## src/fully_assoc_lru_cache_tags_unit_assert.svh

```systemverilog
// Assertion macros shared by the cache tag unit.
`ifndef FULLY_ASSOC_LRU_CACHE_TAGS_UNIT_ASSERT_SVH
`define FULLY_ASSOC_LRU_CACHE_TAGS_UNIT_ASSERT_SVH

`ifndef SYNTHESIS

// Same-cycle implication, checked on every clock edge outside reset.
`define FALC_ASSERT_IMP(label, clk, rst_n, ante, cons) \
    label: assert property (@(posedge clk) disable iff (!(rst_n)) (ante) |-> (cons)) \
        else $error("falc: same-cycle check failed");

// Next-cycle implication, checked on every clock edge outside reset.
`define FALC_ASSERT_NEXT(label, clk, rst_n, ante, cons) \
    label: assert property (@(posedge clk) disable iff (!(rst_n)) (ante) |=> (cons)) \
        else $error("falc: next-cycle check failed");

`else

`define FALC_ASSERT_IMP(label, clk, rst_n, ante, cons)
`define FALC_ASSERT_NEXT(label, clk, rst_n, ante, cons)

`endif

`endif

```

## src/falc_pkg.sv

```systemverilog
// Shared types and constants of the fully associative LRU cache tag unit.
package falc_pkg;

    localparam int ADDR_W     = 32;
    localparam int CFG_W      = 7;
    localparam int CFG_IDX_W  = 2;
    localparam int OFFSET_W   = 5;
    localparam int LINES_W    = 7;

    localparam logic [CFG_IDX_W-1:0] CFG_WRITE_MODE   = 2'd0;
    localparam logic [CFG_IDX_W-1:0] CFG_OFFSET_BITS  = 2'd1;
    localparam logic [CFG_IDX_W-1:0] CFG_LINES_IN_USE = 2'd2;

    localparam logic                RST_WRITE_MODE   = 1'b0;
    localparam logic [OFFSET_W-1:0] RST_OFFSET_BITS  = 5'd4;
    localparam logic [LINES_W-1:0]  RST_LINES_IN_USE = 7'd64;

    localparam logic MODE_WRITE_BACK = 1'b0;
    localparam logic CMD_WRITE       = 1'b1;

    typedef enum logic [1:0] {
        ST_IDLE,
        ST_SEARCH,
        ST_UPDATE
    } t_state;

    typedef struct packed {
        logic load;
        logic commit;
    } t_ctl_cmd;

endpackage

```

## src/falc_ctrl.sv

```systemverilog
// Controller: sequences one transaction through load, search and update.
module falc_ctrl #(
    parameter int MAX_LINES = 64
) (
    input  logic                i_clk,
    input  logic                i_rst_n,
    input  logic                i_start,
    output logic                o_busy,
    output logic                o_valid,
    output falc_pkg::t_ctl_cmd  o_ctl
);
    import falc_pkg::*;

    localparam int LEVELS = (MAX_LINES > 1) ? $clog2(MAX_LINES) : 1;
    localparam int CNT_W  = $clog2(LEVELS + 1);

    t_state           r_state;
    t_state           n_state;
    logic [CNT_W-1:0] r_cnt;
    logic [CNT_W-1:0] n_cnt;
    logic             r_valid;

    always_ff @(posedge i_clk) begin
        if (!i_rst_n) begin
            r_state <= ST_IDLE;
            r_cnt   <= '0;
            r_valid <= 1'b0;
        end else begin
            r_state <= n_state;
            r_cnt   <= n_cnt;
            r_valid <= o_ctl.commit;
        end
    end

    // The search state waits for the registered minimum tree to settle, one
    // level per cycle, before the update may use its root.
    always_comb begin
        n_state = r_state;
        n_cnt   = r_cnt;
        o_ctl   = '0;
        unique case (r_state)
            ST_IDLE: begin
                if (i_start) begin
                    o_ctl.load = 1'b1;
                    n_state    = ST_SEARCH;
                    n_cnt      = CNT_W'(LEVELS - 1);
                end
            end
            ST_SEARCH: begin
                if (r_cnt == '0) begin
                    n_state = ST_UPDATE;
                end else begin
                    n_cnt = r_cnt - 1'b1;
                end
            end
            ST_UPDATE: begin
                o_ctl.commit = 1'b1;
                n_state      = ST_IDLE;
            end
            default: begin
                n_state = ST_IDLE;
            end
        endcase
    end

    assign o_busy  = (r_state != ST_IDLE);
    assign o_valid = r_valid;

endmodule

```

## config.mk

```make
export PLATFORM = sky130hd
export DESIGN_NAME = falc_ctrl
export DESIGN_NICKNAME = d
export VERILOG_FILES = /design/src/fully_assoc_lru_cache_tags_unit_assert.svh /design/src/falc_pkg.sv /design/src/falc_ctrl.sv
export SDC_FILE = /design/constraint.sdc
export NUM_CORES = 1
export LEC_CHECK = 0
export BUFFER_PORTS_ARGS = -buffer_cell sky130_fd_sc_hd__buf_2
export CORE_AREA = 10 10 47 49
export DETAILED_ROUTE_END_ITERATION = 6
export DIE_AREA = 0 0 57 59
export GPL_TIMING_DRIVEN = 0
export RECOVER_POWER = 100
export REMOVE_ABC_BUFFERS = 1
export SYNTH_ARGS = -nofsm -noshare
export SYNTH_HDL_FRONTEND = slang
export SYNTH_SLANG_ARGS = --single-unit
export TNS_END_PERCENT = 100
```

## constraint.sdc

```tcl
create_clock -name i_clk -period 3.8 [get_ports i_clk]
set_input_delay 0.95 -clock i_clk [delete_from_list [all_inputs] [get_ports i_clk]]
set_output_delay 0.95 -clock i_clk [all_outputs]
set_load 0.01 [all_outputs]
```

# Yosys cells after proc, flatten, opt, wreduce, memory -nomap -nowiden
# Cells that the tools add are included.
[word_totals]
ff_bits = 6
inputBits = 3
out_inout_bits = 4
word_cells = 24
[op_classes]
n_addsub = 1
n_eq_ne = 5
mux = 9
n_reduce_logical = 6
[op_table]
columns = ["op", "n"]
rows = [
  ["2-to-1 mux 3 bit", 2],
  ["!= test 2 bit, second input constant", 3],
  ["one-hot mux 3 bit (2 select lines)", 1],
  ["2-to-1 mux 2 bit", 2],
  ["one-hot mux 2 bit (2 select lines)", 1],
  ["nonzero test 2 bit", 2],
  ["zero test 3 bit", 1],
  ["2-to-1 mux 1 bit", 3],
  ["AND reduction 3 bit", 1],
  ["subtractor 3 x 1 -> 3 bit, second input constant", 1],
  ["== test 2 x 1 -> 1 bit, second input constant", 1],
  ["== test 2 bit, second input constant", 1],
  ["zero test 2 bit", 1],
  ["AND reduction 2 bit", 1],
]

# Depth between registers and ports, before layout
[logic_depth]
depth_word = 3
mapped_depth = 6
depth_no_buf = 6

# Worst setup path after synthesis
# Ideal clock, no wire load.
[synth_path]
path_kind = "input port to output port"
startpoint = "input i_start"
endpoint = "output o_ctl[1] in the netlist's numbering"
arrival_time_ns = 1.141
required_time_ns = 2.850
path_slack_ns = 1.709
path_stages = 2
path_buffers = 0
cell_sequence = "inv_1 > nor2_1"
[synth_rtl]
columns = ["item", "line_no", "rtl"]
rows = [
  ["from (decl)", "falc_ctrl.sv:7", "input logic i_start,"],
  ["to (decl)", "falc_ctrl.sv:10", "output falc_pkg::t_ctl_cmd o_ctl"],
]

==> results.sh <==
export IMPL_synth_cells=34
export IMPL_clock_path_buffers=2
export IMPL_route_detailed_drc=0
export IMPL_vias=258
export IMPL_slew_headroom_pct=81.6
export IMPL_holdWs_ns=0.458
export IMPL_grt_overflow=0
export IMPL_power_leakage_nw=0.148
export IMPL_use_met3_pct=3.00
export IMPL_use_met2_pct=6.20
export IMPL_clock_skew_final_ns=0.00671
export IMPL_synth_warning_count=0
export IMPL_post_drt_wl_per_cell_um=9.69
export IMPL_num_rows=14
export IMPL_r2r_slack_ns=2.27
export IMPL_antenna_found_initial=0
export IMPL_post_cts_buffers=0
export IMPL_yosys_top_cells_area="dfxtp_1 (40%), ha_1 (8.3%), inv_1 (6.2%)"
export IMPL_die_height_um=59
export IMPL_slew_viol_final=0
export IMPL_reg2reg_from="r_cnt[0]"
export IMPL_grt_pass1_wl_um=1030
export IMPL_setup_viol=0
export IMPL_worstRegToRegCells=6
export IMPL_die_area_sq_um=3360
export IMPL_initial_core_util_pct=21.5
export IMPL_die_w_um=57
export IMPL_crit_end="o_ctl[1]"
export IMPL_nets=49
export IMPL_startpoint_type="input port"
export IMPL_ios=7
export IMPL_dr_pass1_iters=3
export IMPL_clkSinkCount=6
export IMPL_drv_cap=0
export IMPL_grt_pass1_vias=246
export IMPL_mappedNetlistArea_sq_um=302
export IMPL_diodes=0
export IMPL_use_met1_pct=3.35
export IMPL_yosys_area_top_type="dfxtp_1"
export IMPL_ant_nets=0
export IMPL_holdCritPathClass="reg -> reg"
export IMPL_drive_gt1_share_pct=16.7
export IMPL_io_buffers=6
export IMPL_arrival_ns=1.34
export IMPL_hold_viol_final=0
export IMPL_status="finished, final reports clean"
export IMPL_worstMarginPinSlew_ns=0.275
export IMPL_coreArea_sq_um=1400
export IMPL_clock_root_buffer="clkbuf_4"
export IMPL_numCtsBuffers=3
export IMPL_crit_type="in -> out"
export IMPL_fin_crit_sh_pct=60.2
export IMPL_post_route_min_period_ns=2.29
export IMPL_ys_types=19
export IMPL_via_per_inst=4.45
export IMPL_clk_pin_slew_worst_paths_ns=0.04
export IMPL_grt_max_degree=10
export IMPL_grt_usage_pct=4.20
export IMPL_grt_busiest_layer="met2"
export IMPL_syn_avg_cell_area_sq_um=8.87
export IMPL_ctsResizeCount=0
export IMPL_reg2reg_to="r_cnt[1]"
export IMPL_worstPathRequired_ns=2.85
export IMPL_ys_ff_latch=6
export IMPL_cts_hold_buf=0
export IMPL_cp_max_fo=3
export IMPL_finalSetupTns_ns=0
export IMPL_syn_to_final_growth_pct=17.4
export IMPL_cts_tree="yes"
export IMPL_powerDensity_nw_per_um2=473
export IMPL_clk_latency_ns=0.25
export IMPL_rsz0062_at_grt="no"
export IMPL_worst_setup_path_end_kind="primary output"
export IMPL_finalWirelength_um=562
export IMPL_gp_congestion=0.667
export IMPL_htreeDepth=1
export IMPL_yosysSeqAreaShare_pct=39.8
export IMPL_ir_worst_vdd_mv=0.141
export IMPL_dp_hpwl_um=443
export IMPL_synth_top_area_share_pct=39.8
export IMPL_first_iter_violations=2
export IMPL_startpoint="i_start"
export IMPL_clock_fmax_mhz=437
[stage by stage]
stage,power [mW],setup slack (ns),cells,utilization [%],area [sq um]
4_1_cts,0.174,1.54,58,26.2,367
5_1_grt,0.179,1.46,58,25.3,354
3_3_place_gp,0.113,1.56,55,24.6,344
2_1_floorplan,0.103,1.71,33,-,294
3_5_place_dp,0.113,1.54,55,24.6,344
6_report,0.168,1.51,58,25.3,354
[critical path, stage by stage]
cell and delay [ns]:
buf_2 0.10, inv_1 0.04, nor2_1 0.09, clkbuf_1 0.16
[routing by layer]
layer,vias to the layer above,wire length [um],share of wire (%)
met5,-,0,0
met4,0,29,5.2
met3,5,59,10
met2,7,245,44
met1,115,227,40
li1,131,-,-
[cell usage after synthesis (all sizes together)]
cell type  number
or3             1
ha              2
nand2           2
and2            2
nand3           1
inv             5
dfxtp           6
nor3            1
a31oi           2
mux2            1
a221oi          1
nand2b          2
or2             1
o21a            1
nor2            2
and2b           1
o21bai          1
a21oi           1
buf             1
[cells by family (layout without fill, tap and decap cells)]
| group | after synthesis | after routing | synth area share [%] |
|---|---|---|---|
| buffers and inverters | 6 | 14 | 8.72 |
| adders and majority gates | 2 | 2 | 8.30 |
| DFF | 6 | 6 | 39.8 |
| muxes | 1 | 1 | 3.73 |
| and+or+nand+nor | 13 | 13 | 23.7 |
| AOI/OAI and AO/OA | 6 | 6 | 15.8 |
[power breakdown]
part	internal (mW)	switching [mW]	total, mW
Clock	0.0357	0.0232	0.0589
Sequential	0.0691	0.00528	0.0744
Combinational	0.0168	0.0174	0.0343
[registers in the layout (all words and copies together), names as in the netlist]
name / count
r_cnt: 3
r_state: 2
o_valid: 1
[layout by cell type (no fill, tap or decap)]
cell,count
ha_1,2
a31oi_1,2
o21bai_1,1
and2b_2,1
or3_1,1
nor3_1,1
a221oi_1,1
mux2_2,1
inv_1,5
and2_0,1
o21a_1,1
buf_2,1
nand2b_1,2
nor2_1,2
nand3_1,1
or2_2,1
dfxtp_1,6
clkbuf_4,3
nand2_1,2
clkbuf_1,5
and2_1,1
a21oi_1,1
[layout make-up]
class                           count  area (sq um)
Timing Repair Buffer                6          23.8
Clock buffer                        3          22.5
Fill cell                         166          1050
Tap cell                           16          20.0
Multi-Input combinational cell     22           149
Sequential cell                     6           120
Inverter                            5          18.8
[worst min-delay path by stage]
stage / from / to / slack (ns) / cells after the start
final: r_cnt[2] / r_cnt[2] / 0.46 / 1
after detailed placement: r_cnt[2] / r_cnt[2] / 0.46 / 1
after floorplan: r_cnt[2] / r_cnt[2] / 0.44 / 1
after CTS: r_cnt[2] / r_cnt[2] / 0.47 / 1
after global routing: r_cnt[2] / r_cnt[2] / 0.50 / 1
after global placement: r_cnt[2] / r_cnt[2] / 0.45 / 1
Note: power is estimated with default switching activity, not from simulation.
